`config.mk`:
```
export PLATFORM = sky130hd
export DESIGN_NAME = parking_sensor_range_alarm
export DESIGN_NICKNAME = d
export VERILOG_FILES = /design/src/sv/psra_pkg.sv /design/src/sv/psra_dist.sv /design/src/sv/psra_window.sv /design/src/sv/psra_beep.sv /design/src/sv/parking_sensor_range_alarm.sv
export SDC_FILE = /design/constraint.sdc
export NUM_CORES = 1
export LEC_CHECK = 0
export BUFFER_PORTS_ARGS = -buffer_cell sky130_fd_sc_hd__buf_2
export CAP_MARGIN = 0
export CORE_UTILIZATION = 25
export CTS_CLUSTER_SIZE = 10
export DETAILED_ROUTE_END_ITERATION = 7
export PLACE_DENSITY = 0.49
export SYNTH_ARGS = -nofsm -noshare
export SYNTH_HDL_FRONTEND = slang
export SYNTH_SLANG_ARGS = --single-unit
```
`constraint.sdc`:
```
create_clock -name aclk -period 15.37 [get_ports aclk]
set_input_delay 4.611 -clock aclk [delete_from_list [all_inputs] [get_ports aclk]]
set_output_delay 4.611 -clock aclk [all_outputs]
set_load 0.005 [all_outputs]
```
`src/sv/psra_pkg.sv`:
```
package psra_pkg;

    localparam int unsigned ECHO_W  = 15;
    localparam int unsigned NOW_W   = 32;
    localparam int unsigned DIST_W  = 18;
    localparam int unsigned LIMIT_W = 7;
    localparam int unsigned GAP_W   = 10;

    // register indexes on the configuration port
    localparam logic REG_LOWER_LIMIT = 1'b0;
    localparam logic REG_UPPER_LIMIT = 1'b1;

    localparam logic [LIMIT_W-1:0] LOWER_LIMIT_RST = 7'd10;
    localparam logic [LIMIT_W-1:0] UPPER_LIMIT_RST = 7'd20;

    // distance calibration: (echo * DIST_MUL >> 16) + DIST_OFS, in 1/256 cm
    localparam logic [18:0]       DIST_MUL = 19'd293398;
    localparam logic [DIST_W-1:0] DIST_OFS = 18'd230;

    localparam logic [DIST_W-1:0] NEAR_Q8 = 18'd1280;   // 5 cm
    localparam logic [DIST_W-1:0] FAR_Q8  = 18'd5120;   // 20 cm
    localparam logic [4:0]        NEAR_CM = 5'd5;
    localparam logic [GAP_W-1:0]  BEEP_MS = 10'd100;

    typedef struct packed {
        logic [DIST_W-1:0] dist_q8;
        logic              far;
        logic              near;
    } dist_info_t;

    // gap = 100 + k * 500 / 15, k = cm - 5 in 0..15
    function automatic logic [GAP_W-1:0] gap_ms(input logic [3:0] k);
        logic [GAP_W-1:0] g;
        unique case (k)
            4'd0:  g = 10'd100;
            4'd1:  g = 10'd133;
            4'd2:  g = 10'd166;
            4'd3:  g = 10'd200;
            4'd4:  g = 10'd233;
            4'd5:  g = 10'd266;
            4'd6:  g = 10'd300;
            4'd7:  g = 10'd333;
            4'd8:  g = 10'd366;
            4'd9:  g = 10'd400;
            4'd10: g = 10'd433;
            4'd11: g = 10'd466;
            4'd12: g = 10'd500;
            4'd13: g = 10'd533;
            4'd14: g = 10'd566;
            4'd15: g = 10'd600;
        endcase
        return g;
    endfunction

endpackage

```
`src/sv/psra_dist.sv`:
```
module psra_dist import psra_pkg::*; #(
    parameter int unsigned ECHO_TIMEOUT_US = 30000
) (
    input  logic [ECHO_W-1:0] echo_us,
    output dist_info_t        info
);

    logic [ECHO_W-1:0] echo_eff;
    logic [33:0]       prod;
    logic [DIST_W-1:0] dist_sum;

    // echo past timeout counts as no echo
    assign echo_eff = ({1'b0, echo_us} > 16'(ECHO_TIMEOUT_US)) ? '0 : echo_us;
    assign prod     = 34'(echo_eff) * 34'(DIST_MUL);
    assign dist_sum = prod[33:16] + DIST_OFS;

    assign info.dist_q8 = dist_sum;
    assign info.far     = dist_sum > FAR_Q8;
    assign info.near    = dist_sum <= NEAR_Q8;

endmodule

```
`src/sv/psra_window.sv`:
```
module psra_window import psra_pkg::*; (
    input  logic [DIST_W-1:0]  dist_q8,
    input  logic [LIMIT_W-1:0] lower_limit,
    input  logic [LIMIT_W-1:0] upper_limit,
    output logic               led_low,
    output logic               led_high
);

    logic [LIMIT_W:0]  eff_upper;
    logic [DIST_W-1:0] lower_q8;
    logic [DIST_W-1:0] upper_q8;

    // inverted window: upper follows lower + 5
    assign eff_upper = (upper_limit < lower_limit) ? ({1'b0, lower_limit} + 8'd5)
                                                   : {1'b0, upper_limit};
    assign lower_q8  = {3'b0, lower_limit, 8'b0};
    assign upper_q8  = {2'b0, eff_upper, 8'b0};

    assign led_low  = dist_q8 < lower_q8;
    assign led_high = !led_low && (dist_q8 > upper_q8);

endmodule

```
`src/sv/psra_beep.sv`:
```
module psra_beep import psra_pkg::*; (
    input  logic             aclk,
    input  logic             aresetn,
    input  logic             step_en,
    input  dist_info_t       info,
    input  logic [NOW_W-1:0] now_ms,
    output logic             tone_next
);

    logic [NOW_W-1:0] last_beep_reg, last_beep_next;
    logic             active_reg, active_next;
    logic             tone_reg;
    logic [NOW_W-1:0] elapsed;
    logic [GAP_W-1:0] gap;
    logic [4:0]       cm;

    assign cm      = info.dist_q8[12:8];
    assign gap     = gap_ms(4'(cm - NEAR_CM));
    assign elapsed = now_ms - last_beep_reg;   // wraps mod 2^32

    always_comb begin
        tone_next      = tone_reg;
        active_next    = active_reg;
        last_beep_next = last_beep_reg;
        priority if (info.far) begin
            tone_next   = 1'b0;
            active_next = 1'b0;
        end else if (info.near) begin
            tone_next = 1'b1;
        end else begin
            priority if (!active_reg && elapsed >= 32'(gap)) begin
                tone_next      = 1'b1;
                active_next    = 1'b1;
                last_beep_next = now_ms;
            end else if (active_reg && elapsed >= 32'(BEEP_MS)) begin
                tone_next   = 1'b0;
                active_next = 1'b0;
            end else begin
                tone_next = tone_reg;
            end
        end
    end

    always_ff @(posedge aclk) begin
        if (!aresetn) begin
            tone_reg      <= 1'b0;
            active_reg    <= 1'b0;
            last_beep_reg <= '0;
        end else if (step_en) begin
            tone_reg      <= tone_next;
            active_reg    <= active_next;
            last_beep_reg <= last_beep_next;
        end
    end

endmodule

```
`src/sv/parking_sensor_range_alarm.sv`:
```
// A request passes from the input register to the result register, where it
// shows on m_tvalid until the receiver takes it with m_tready.
// Throughput: one request per cycle, sustained, while m_tready stays high.
// Reset: aresetn synchronous, active low; clears both stages, the beeper
// state (buzzer off, no beep, last beep at 0) and sets limits to 10 / 20 cm.
module parking_sensor_range_alarm import psra_pkg::*; #(
    parameter int unsigned ECHO_TIMEOUT_US = 30000
) (
    input  logic               aclk,
    input  logic               aresetn,

    input  logic               s_tvalid,
    output logic               s_tready,
    input  logic [47:0]        s_tdata,    // echo_us[14:0], now_ms[46:15], pad

    output logic               m_tvalid,
    input  logic               m_tready,
    output logic [23:0]        m_tdata,    // distance_q8[17:0], led_low[18],
                                           // led_high[19], buzzer_on[20], pad

    input  logic               cfg_wr_en,
    input  logic               cfg_index,
    input  logic [LIMIT_W-1:0] cfg_wdata
);

    // ---- configuration registers ----
    logic [LIMIT_W-1:0] lower_reg;
    logic [LIMIT_W-1:0] upper_reg;

    always_ff @(posedge aclk) begin
        if (!aresetn) begin
            lower_reg <= LOWER_LIMIT_RST;
            upper_reg <= UPPER_LIMIT_RST;
        end else if (cfg_wr_en) begin
            unique case (cfg_index)
                REG_LOWER_LIMIT: lower_reg <= cfg_wdata;
                REG_UPPER_LIMIT: upper_reg <= cfg_wdata;
            endcase
        end
    end

    // ---- handshake: two-entry pipe, each stage moves when the next frees ----
    logic in_valid_reg;
    logic out_valid_reg;
    logic out_adv;
    logic step_en;

    assign out_adv  = !out_valid_reg || m_tready;
    assign s_tready = !in_valid_reg || out_adv;
    assign step_en  = in_valid_reg && out_adv;   // request moves to result reg

    always_ff @(posedge aclk) begin
        if (!aresetn) begin
            in_valid_reg  <= 1'b0;
            out_valid_reg <= 1'b0;
        end else begin
            if (s_tready)
                in_valid_reg <= s_tvalid;
            if (out_adv)
                out_valid_reg <= in_valid_reg;
        end
    end

    // ---- input register ----
    logic [ECHO_W-1:0] echo_reg;
    logic [NOW_W-1:0]  now_reg;

    always_ff @(posedge aclk) begin
        if (s_tready && s_tvalid) begin
            echo_reg <= s_tdata[14:0];
            now_reg  <= s_tdata[46:15];
        end
    end

    // ---- single pass: distance, window, beeper ----
    dist_info_t info;
    logic       led_low;
    logic       led_high;
    logic       tone_next;

    psra_dist #(
        .ECHO_TIMEOUT_US(ECHO_TIMEOUT_US)
    ) u_dist (
        .echo_us (echo_reg),
        .info    (info)
    );

    psra_window u_window (
        .dist_q8     (info.dist_q8),
        .lower_limit (lower_reg),
        .upper_limit (upper_reg),
        .led_low     (led_low),
        .led_high    (led_high)
    );

    // beeper state advances only when a request leaves the input register
    psra_beep u_beep (
        .aclk      (aclk),
        .aresetn   (aresetn),
        .step_en   (step_en),
        .info      (info),
        .now_ms    (now_reg),
        .tone_next (tone_next)
    );

    // ---- result register ----
    logic [DIST_W-1:0] dist_reg;
    logic              led_low_reg;
    logic              led_high_reg;
    logic              buzzer_reg;
    logic              far_reg;
    logic              near_reg;

    always_ff @(posedge aclk) begin
        if (step_en) begin
            dist_reg     <= info.dist_q8;
            led_low_reg  <= led_low;
            led_high_reg <= led_high;
            buzzer_reg   <= tone_next;
            far_reg      <= info.far;
            near_reg     <= info.near;
        end
    end

    assign m_tvalid = out_valid_reg;
    assign m_tdata  = {3'b0, buzzer_reg, led_high_reg, led_low_reg, dist_reg};

    // ---- checks ----
    // beyond 20 cm the buzzer must be silent
    a_far_silent: assert property (@(posedge aclk) disable iff (!aresetn)
        (m_tvalid && far_reg) |-> !buzzer_reg)
        else $error("buzzer sounding in off zone");

    // at 5 cm or less the buzzer must sound
    a_near_sound: assert property (@(posedge aclk) disable iff (!aresetn)
        (m_tvalid && near_reg) |-> buzzer_reg)
        else $error("buzzer silent in continuous zone");

    // window LEDs never both lit
    a_led_excl: assert property (@(posedge aclk) disable iff (!aresetn)
        m_tvalid |-> !(led_low_reg && led_high_reg))
        else $error("both window LEDs lit");

    // a stalled result keeps the input stage from being overwritten
    a_in_hold: assert property (@(posedge aclk) disable iff (!aresetn)
        (in_valid_reg && !out_adv) |=> (in_valid_reg && $stable(echo_reg)
                                        && $stable(now_reg)))
        else $error("input stage lost a pending request");

endmodule

```
# [After elaboration in Yosys (flattened, before gate mapping)]
# Memories as Yosys holds them, arrays and structs flattened.
# Index checks and enable logic that the tools add are counted.
[classes] n_addsub=4 mul=1 magnitude_cmp=8 eq_ne=1 muxes=10 bitwise_logic=3 reduce_logical=16
[ops] cell="multiplier 15 x 18 -> 33 bit, second input constant" n=1
[ops] cell=">= comparator 32 x 10 -> 1 bit" n=1
[ops] cell=">= comparator 32 x 7 -> 1 bit, second input constant" n=1
[ops] cell="subtractor 32 bit" n=1
[ops] cell="adder 18 x 8 -> 18 bit, second input constant" n=1
[ops] cell="greater-than comparator 18 x 13 -> 1 bit, second input constant" n=1
[ops] cell="greater-than comparator 18 x 16 -> 1 bit" n=1
[ops] cell="less-or-equal comparator 18 x 11 -> 1 bit, second input constant" n=1
[ops] cell="less-than comparator 18 x 15 -> 1 bit" n=1
[ops] cell="greater-than comparator 15 bit, second input constant" n=1
[ops] cell="two-way mux 15 bit" n=1
[ops] cell="adder 7 x 3 -> 8 bit, second input constant" n=1
[ops] cell="two-way mux 1 bit" n=8
[ops] cell="two-way mux 8 bit" n=1
[ops] cell="less-than comparator 7 bit" n=1
[ops] cell="logical AND 1 bit" n=5
[ops] cell="zero test 1 bit" n=4
[ops] cell="AND reduction 2 bit" n=2
[ops] cell="AND reduction 4 bit" n=1
[ops] cell="subtractor 4 x 3 -> 4 bit, second input constant" n=1
[ops] cell="NOT 1 bit" n=3
[ops] cell="AND reduction 3 bit" n=1
[ops] cell="nonzero test 3 bit" n=1
[ops] cell="logical OR 1 bit" n=2
[ops] cell="!= test 2 x 1 -> 1 bit, second input constant" n=1
[word_totals] register_bits=118 romBits=160 input_bits=61 output_inout_bits=26 elab_cells=57 n_memories=1
[memory_table] name="(name not given)" words=16 word_bits=10 rd=1 rd_clocked_by_memory_dff=0 wr=0 line="psra_pkg.sv:34" source="unique case (k)"

# [Depth between registers and ports, before layout]
# Gate-level depths: netlist (run 1).
# An unclocked memory read counts as a cell.
[logic_depth] depth_word=11 mapped_depth=53

# [By module]
# From an unflattened synthesis (run 1), not the netlist that was laid out.
[hier_totals] cells_unflattened=1432 hier_area_um2=13061.3
[modules_own_cells] module="psra_dist" n_inst=1 cells_per_inst=632 area_per_inst_um2=5445.2 seq_area_each_um2=0.0
[modules_own_cells] module="psra_beep" n_inst=1 cells_per_inst=575 area_per_inst_um2=4217.8 seq_area_each_um2=680.7
[modules_own_cells] module="parking_sensor_range_alarm" n_inst=1 cells_per_inst=143 area_per_inst_um2=2721.4 seq_area_each_um2=2362.3
[modules_own_cells] module="psra_window" n_inst=1 cells_per_inst=82 area_per_inst_um2=676.9 seq_area_each_um2=0.0

# [Least setup slack after synthesis (run 1)]
# No wires, ideal clock.
[synth_path] path_type="reg2reg" startpoint="register echo_reg[3]" endpoint="register u_beep.active_reg" setup_time_ns=0.115 arrival_ns=12.238 required_ns=15.255 setup_slack_ns=3.017 stages_incl_launch_ff=51 n_path_buf=5 cell_sequence="edfxtp_1 or4_1 a311o_1 a21oi_1 o21ai_0 nand4_1 clkbuf_1 clkbuf_1 nand2_1 fa_1 inv_1 ha_1 fa_1 fa_1 fa_1 inv_1 fa_1 inv_1 [... 15 more ...] a21oi_1 xor2_1 buf_2 mux2i_1 a21oi_1 ha_1 nand2b_1 a21o_1 a21o_1 a21o_1 a21o_1 a211oi_1 o21ai_0 a21o_1 o41ai_1 nor4_4 buf_6 o21a_1"
[synth_rtl] element="from (decl)" line="parking_sensor_range_alarm.sv:65" source="logic [ECHO_W-1:0] echo_reg;"
[synth_rtl] element="from (signal assigned)" line="parking_sensor_range_alarm.sv:70" source="echo_reg <= s_tdata[14:0];"
[synth_rtl] element="to (signal assigned)" line="psra_beep.sv:51" source="active_reg <= active_next;"
[synth_rtl] element="to (decl)" line="psra_beep.sv:11" source="logic active_reg, active_next;"

==> results of run 1 <==
[synth_stat cells, drive strengths merged (8+ instances only)]
cell / instances / share of area (%)
a2111oi: 8 / 0.69
a21o: 27 / 1.6
o211ai: 9 / 0.59
clkbuf: 27 / 0.77
nor4: 11 / 0.74
nand2b: 11 / 0.53
a21boi: 17 / 0.98
edfxtp: 68 / 16
xor2: 24 / 1.6
and2: 18 / 0.88
mux2i: 44 / 3.4
nor2b: 17 / 0.81
nor2: 57 / 1.6
a31oi: 8 / 0.38
xnor2: 31 / 2.1
o21a: 20 / 1.2
nand4: 19 / 1.0
a21oi: 80 / 3.1
buf: 17 / 0.96
nand2: 157 / 4.5
ha: 213 / 20
fa: 63 / 9.6
a211oi: 14 / 0.92
inv: 167 / 4.8
nand3: 26 / 0.99
dfxtp: 50 / 7.7
o21ai: 62 / 2.4
nor3: 23 / 0.88
and3: 10 / 0.51
or3: 9 / 0.50
[final timing paths]
path / from / end / slack [ps] / depth (start not counted)
setup / recovery: echo_reg[3] / u_beep.active_reg / 1440 / 50
hold / removal: u_beep.last_beep_reg[17] / u_beep.last_beep_reg[17] / 460 / 2
setup reg to reg: echo_reg[3] / u_beep.active_reg / 1440 / 50
hold reg to reg: u_beep.last_beep_reg[17] / u_beep.last_beep_reg[17] / 460 / 2
[cells in the final DEF (no fill, tap or decap), drive strengths merged, types with 8 or more instances in the layout]
cell type  count
ha           213
inv          168
nand2        157
buf           87
a21oi         80
edfxtp        68
fa            63
o21ai         62
nor2          57
dfxtp         50
mux2i         44
xnor2         31
a21o          27
nand3         26
xor2          24
nor3          23
o21a          20
clkbuf        20
nand4         19
and2          18
nor2b         17
a21boi        17
a211oi        14
nand2b        11
nor4          11
and3          10
o211ai         9
or3            9
a31oi          8
a2111oi        8
[kinds of logic after synthesis]
group                    Yosys count  synth area share [%]
multiplexers                      46                  3.54
buffers and inverters            217                  6.98
adder cells (fa/ha/maj)          276                  30.0
XOR/XNOR                          55                  3.68
AND/OR/NAND/NOR                  392                  15.3
AO/OA/AOI/OAI                    319                  17.2
flip-flops                       118                  23.3
other                              1                0.0287
[worst reg2reg max path: cells and delay by family (launching register included)]
kind	cells	cell delay [ps]
compound gates	18	3910
simple gates	13	3810
xor+xnor	4	1350
flops	1	370
buf+inv	5	780
fa+ha+maj	10	3610
[cell type report]
cell class | count | area, um2
Timing Repair Buffer | 87 | 448
Clock inverter | 12 | 80.1
Sequential cell | 118 | 3040
Multi-Input combinational cell | 1091 | 9140
Inverter | 167 | 627
Fill cell | 5509 | 36900
Clock buffer | 20 | 447
Tap cell | 680 | 851
[metrics by stage]
step / cell area [um2] / setup slack (ps) / hold slack (ps) / instances / util, %
after floorplan: 13100 / 3020 / 435 / 1426 / -
after global placement: 14100 / 1400 / 443 / 2143 / 27.4
after detailed placement: 14100 / 1310 / 448 / 2143 / 27.4
after CTS: 14600 / 1270 / 460 / 2175 / 28.4
after global routing: 14600 / 396 / 476 / 2175 / 28.4
final: 14600 / 1440 / 456 / 2175 / 28.4
[routing by layer]
layer  part of all wire, %  wire [um]  up-vias  GRT usage (%)
met5                     0          0        -              0
met4                   1.9        611        0           4.22
met3                   2.8        929       37           1.95
met2                    43      14100      166           19.6
met1                    52      17000     4759           17.6
li1                      -          -     5183              -
==> results.cfg, run 1 <==
[layout]
drive_gt1_share_pct = 11.1
area_delta_synth_final_pct = 11.8
n_antenna_cell = 0
nets = 1819

[detailed_routing]
drc = 0
routed_wl_um = 32700
vias_per_cell = 4.66
vias = 10145
ant_nets = 0
first_pass_iters = 4
drt_iter0_drc = 398
wl_per_cell_um = 15.0

[grt]
grt_use_total_pct = 12.6
grt_max_degree = 83
grt_overflow_total = 0
grt_pass1_vias = 10322
antenna_found_initial = 0
grt_first_pass_wirelength_um = 53500

[placed_design]
dp_hpwl_um = 27100
port_buffers = 82
gp_congestion = 0.897

[synth]
synthCells = 1424
avgSynthCellArea_um2 = 9.19
synth_seq_area_share_pct = 23.3
dominantRegCellSynth = edfxtp_1
yosys_warnings = 0
synth_cell_types = 102
async_flop_share_pct = 0
synth_seq_cells = 118
synthesis.area_um2 = 13100
synth-edff-count = 68

[sta]
max_freq_mhz = 71.8
hold_viol = 0
rsz0062_at_grt = no
period_minus_slack_ps = 13930
setup-tns-final_ps = 0
relSlewSlack_pct = 37.5
setup_viol = 0
drv_slew = 0
skew_ps = 22.1
post-route-period-util_pct = 90.6
tightest_slew_ps = 934

[flow_run]
drv_cap = 0

[die]
dieArea_um2 = 53200
die_w_um = 231
pin_count = 87
initial_core_util_pct = 25.4
die_h_um = 231
core_region_area_um2 = 51500
rows = 83

[clock_tree]
cts.htree.levels = 4
post-cts-setup-buffers = 0
ctsHoldBuffers = 0
cts_tree = done
clkLatencyLatePin_ps = 440
clk_pin_slew_ps = 60
cts.sinks = 118
clk_path_buf_depth = 2
cts-root-buf = clkbuf_16
cts.repair.resized = 0
numCtsBuffers = 17

[min_path]
hold_class = reg2reg

[setup_path]
worstPathMaxFanout = 33
critical_path_required_ps = 15700
crit_buf_inv = 5
critPathLaunchType = flop
crit_arrival_ps = 14270
slowest_delay_ps = 760
critPathKind = reg2reg
end_kind = flop
worst_path_most_repeated_cell = ha_1
critPathSlowestCell = xor2_1
critPathTopFamily = compound AO/OA/AOI/OAI gates

[status]
outcome = finished, final reports clean
Power of run 1 is not shown: default switching activity piles up to over one toggle a cycle in this logic, so the estimate is an artifact.
==> inputs of run 2 (changes only) <==
==> constraint.sdc (replaced) <==
create_clock -name aclk -period 15.5 [get_ports aclk]
set_input_delay 4.65 -clock aclk [delete_from_list [all_inputs] [get_ports aclk]]
set_output_delay 4.65 -clock aclk [all_outputs]
set_load 0.005 [all_outputs]
==> run 2 against run 1 <==
Compared with the run above: via count up 0.54%; clock-buffer cell count shrank 2; critical path depth unchanged; cell count unchanged; sequential share of layout area decreased by 0.13 points; non-clock buffer count unchanged; worst setup slack lost 21 ps; design area up 0.61%; highest routed layer unchanged.
==> results.cfg, run 2 (same netlist as run 1, synthesis figures left out) <==
[setup_path]
end_kind = flop
crit_buf_inv = 5
startpoint = echo_reg[3]
r2r_start = echo_reg[3]
critPathKind = reg2reg
critPathTopFamily = compound AO/OA/AOI/OAI gates
critical_path_required_ps = 15830
cp-endpoint = u_beep.active_reg
critPathSlowestCell = xor2_1
r2r_setup_slack_ps = 1420
reg2reg_depth = 50
worst_path_most_repeated_cell = ha_1
critPathLaunchType = flop
slowest_delay_ps = 780
r2r_end = u_beep.active_reg
worstPathMaxFanout = 33
worstSetupPathDepth = 50
crit_arrival_ps = 14420

[grt]
globalRouteMet3Util_pct = 2.01
grt_overflow_total = 0
met2_usage_pct = 19.6
grt_use_total_pct = 12.7
use_met1_pct = 18.0
grt_first_pass_wirelength_um = 53600
grt_pass1_vias = 10150
top_usage_layer = met2
grt_max_degree = 83
antenna_found_initial = 0

[sta]
skew_ps = 19.6
setup_slack_ps = 1420
post-route-period-util_pct = 90.9
setup_viol = 0
setup-tns-final_ps = 0
drv_slew = 0
period_minus_slack_ps = 14080
hold_viol = 0
tightest_slew_ps = 1000
rsz0062_at_grt = no
max_freq_mhz = 71.0
relSlewSlack_pct = 33.1

[detailed_routing]
drt_iter0_drc = 475
ant_nets = 0
first_pass_iters = 5
vias_per_cell = 4.69
routed_wl_um = 32800
drc = 0
vias = 10200
wl_per_cell_um = 15.1

[die]
rows = 83
pin_count = 87
die_w_um = 231
core_region_area_um2 = 51500
dieArea_um2 = 53200
die_h_um = 231
initial_core_util_pct = 25.4

[clock_tree]
cts-root-buf = clkbuf_16
ctsHoldBuffers = 0
cts.htree.levels = 4
cts.sinks = 118
clkLatencyLatePin_ps = 450
post-cts-setup-buffers = 0
cts_tree = done
cts.repair.resized = 0
numCtsBuffers = 17
clk_path_buf_depth = 2
clk_pin_slew_ps = 60

[placed_design]
dp_slack_ps = 1370
gp_congestion = 0.898
dpl_cell_area_um2 = 14100
dp_hpwl_um = 27100
port_buffers = 82
place_inst = 2143

[layout]
mostFrequentLayoutCells = ha_1, inv_1, nand2_1
drive_gt1_share_pct = 11.2
nets = 1819
area_delta_synth_final_pct = 12.5
final_area_um2 = 14700
layout_commonest_cell = ha_1
final_cells = 2175
n_antenna_cell = 0

[flow_run]
drv_cap = 0

[status]
outcome = finished, final reports clean

[min_path]
hold_class = reg2reg
-- run 2: worst min-delay path by stage --
stage / depth (start not counted) / from / to
6_report: 2 / u_beep.last_beep_reg[8] / u_beep.last_beep_reg[8]
5_1_grt: 2 / u_beep.last_beep_reg[17] / u_beep.last_beep_reg[17]
4_1_cts: 2 / u_beep.last_beep_reg[8] / u_beep.last_beep_reg[8]
3_5_place_dp: 2 / u_beep.last_beep_reg[8] / u_beep.last_beep_reg[8]
3_3_place_gp: 2 / u_beep.last_beep_reg[14] / u_beep.last_beep_reg[14]
2_1_floorplan: 2 / u_beep.last_beep_reg[10] / u_beep.last_beep_reg[10]
-- run 2: cell type report --
| class | count | area [um2] |
|---|---|---|
| Multi-Input combinational cell | 1091 | 9140 |
| Timing Repair Buffer | 87 | 448 |
| Clock inverter | 14 | 176 |
| Inverter | 167 | 627 |
| Tap cell | 680 | 851 |
| Fill cell | 5495 | 36800 |
| Sequential cell | 118 | 3040 |
| Clock buffer | 18 | 439 |
-- run 2: per-stage QoR --
step / util, % / hold WS, ps
after floorplan: - / 435
after detailed placement: 27.4 / 449
after global routing: 28.6 / 471
final: 28.6 / 454
after CTS: 28.6 / 457
after global placement: 27.4 / 443
-- run 2: tightest hold or removal path: stages (launching register included) --
cell	delay [ps]
dfxtp_1	300
nand2_1	50
mux2i_1	50
-- run 2: layer usage --
layer,up-vias,share of wire (%)
met5,-,0
li1,5182,-
met1,4804,51
met4,0,1.6
met3,29,3.3
met2,185,44
Power of run 2 is left out for the same reason.
==> inputs of run 3 (changes only) <==
==> constraint.sdc (replaced) <==
create_clock -name aclk -period 15.5 [get_ports aclk]
set_input_delay 3.875 -clock aclk [delete_from_list [all_inputs] [get_ports aclk]]
set_output_delay 3.875 -clock aclk [all_outputs]
set_load 0.005 [all_outputs]
==> run 3 against run 2 <==
Compared with the run above: worst hold slack worse by 0.90 ps; register-to-register slack improved by 30 ps; wire length grew 0.27%; first-iteration DRC count is 23% lower; sequential cell count unchanged; fmax grew 0.20%; clock-buffer cell count increased by 4; via count increased by 0.33%.
==> results.cfg, run 3 (same netlist as run 1, synthesis figures left out) <==
[sta]
setup-tns-final_ps = 0
hold_viol = 0
period_minus_slack_ps = 14060
rsz0062_at_grt = no
post-route-period-util_pct = 90.7
drv_slew = 0
skew_ps = 18.8
setup_slack_ps = 1440
max_freq_mhz = 71.1
relSlewSlack_pct = 33.8
setup_viol = 0
tightest_slew_ps = 990

[layout]
multi_input_area_um2 = 9140
area_delta_synth_final_pct = 12.4
nets = 1819
seqCellArea_um2 = 3040
drive_gt1_share_pct = 10.8
mostFrequentLayoutCells = ha_1, inv_1, nand2_1
nFillCells = 5533
layout_commonest_cell = ha_1

[setup_path]
startpoint = echo_reg[3]
worstPathMaxFanout = 33
end_kind = flop
critPathTopFamily = compound AO/OA/AOI/OAI gates
critical_path_required_ps = 15820
r2r_start = echo_reg[3]
crit_buf_inv = 5
worst_path_most_repeated_cell = ha_1
critPathLaunchType = flop
critPathSlowestCell = xor2_1
slowest_delay_ps = 800
critPathKind = reg2reg
crit_arrival_ps = 14370

[clock_tree]
cts_tree = done
cts.sinks = 118
post-cts-setup-buffers = 0
clkLatencyLatePin_ps = 440
cts-root-buf = clkbuf_16
cts.htree.levels = 4
ctsHoldBuffers = 0
numCtsBuffers = 17
clk_pin_slew_ps = 60
clk_path_buf_depth = 2
cts.repair.resized = 0

[die]
die_h_um = 231
core_region_area_um2 = 51500
die_w_um = 231
initial_core_util_pct = 25.4
rows = 83
pin_count = 87
dieArea_um2 = 53200

[detailed_routing]
vias_per_cell = 4.70
drt_iter0_drc = 365
ant_nets = 0
wl_per_cell_um = 15.1
drc = 0
routed_wl_um = 32900
first_pass_iters = 5
vias = 10234

[grt]
antenna_found_initial = 2
grt_use_total_pct = 12.7
grt_overflow_total = 0
grt_pass1_vias = 10355
grt_max_degree = 83
grt_first_pass_wirelength_um = 54100

[placed_design]
dp_hpwl_um = 27100
gp_congestion = 0.893
dp_slack_ps = 1440
port_buffers = 82

[min_path]
hold_start = u_beep.last_beep_reg[13]
hold_class = reg2reg

[status]
outcome = finished, final reports clean

[flow_run]
drv_cap = 0
run 3: changes by cell type in the layout (fill, tap and decap cells not counted), sizes merged:
cell and delta:
clkinvlp -1, clkinv -1, clkbuf +4, diode +1, inv -2
run 3: path summary, 6_finish.rpt:
kind | endpoint | slack (ps) | cells past startpoint
max | u_beep.active_reg | 1440 | 50
min | u_beep.last_beep_reg[13] | 450 | 2
max reg2reg | u_beep.active_reg | 1440 | 50
min reg2reg | u_beep.last_beep_reg[13] | 450 | 2
run 3: final cells by class:
| class | instances | share of cell area (%) |
|---|---|---|
| multi-input combinational | 1091 | 62.1 |
| clock buffer | 22 | 3.16 |
| inverter | 167 | 4.26 |
| sequential | 118 | 20.7 |
| timing repair buffer | 87 | 3.05 |
| clock inverter | 10 | 0.885 |
| antenna | 1 | 0.0170 |
| tap | 680 | 5.79 |
run 3: per-stage QoR:
step | hold slack (ps) | instances | utilization, % | instance area [um2]
6_report | 453 | 2176 | 28.5 | 14700
5_1_grt | 470 | 2176 | 28.5 | 14700
4_1_cts | 456 | 2175 | 28.5 | 14700
2_1_floorplan | 435 | 1426 | - | 13100
3_5_place_dp | 448 | 2143 | 27.4 | 14100
3_3_place_gp | 443 | 2143 | 27.4 | 14100
run 3: worst min-delay path, stage by stage (launching register included):
cell     delay, ps
dfxtp_1        310
nand2_1         50
mux2i_1         50
run 3: layer usage:
metal  wire length, um  track usage (%)  vias up
li1                  -                -     5186
met1             17000             17.8     4855
met2             14300             19.7      156
met3              1010             1.99       35
met4               595             4.33        2
met5                13                0        -
Power of run 3 is left out for the same reason.
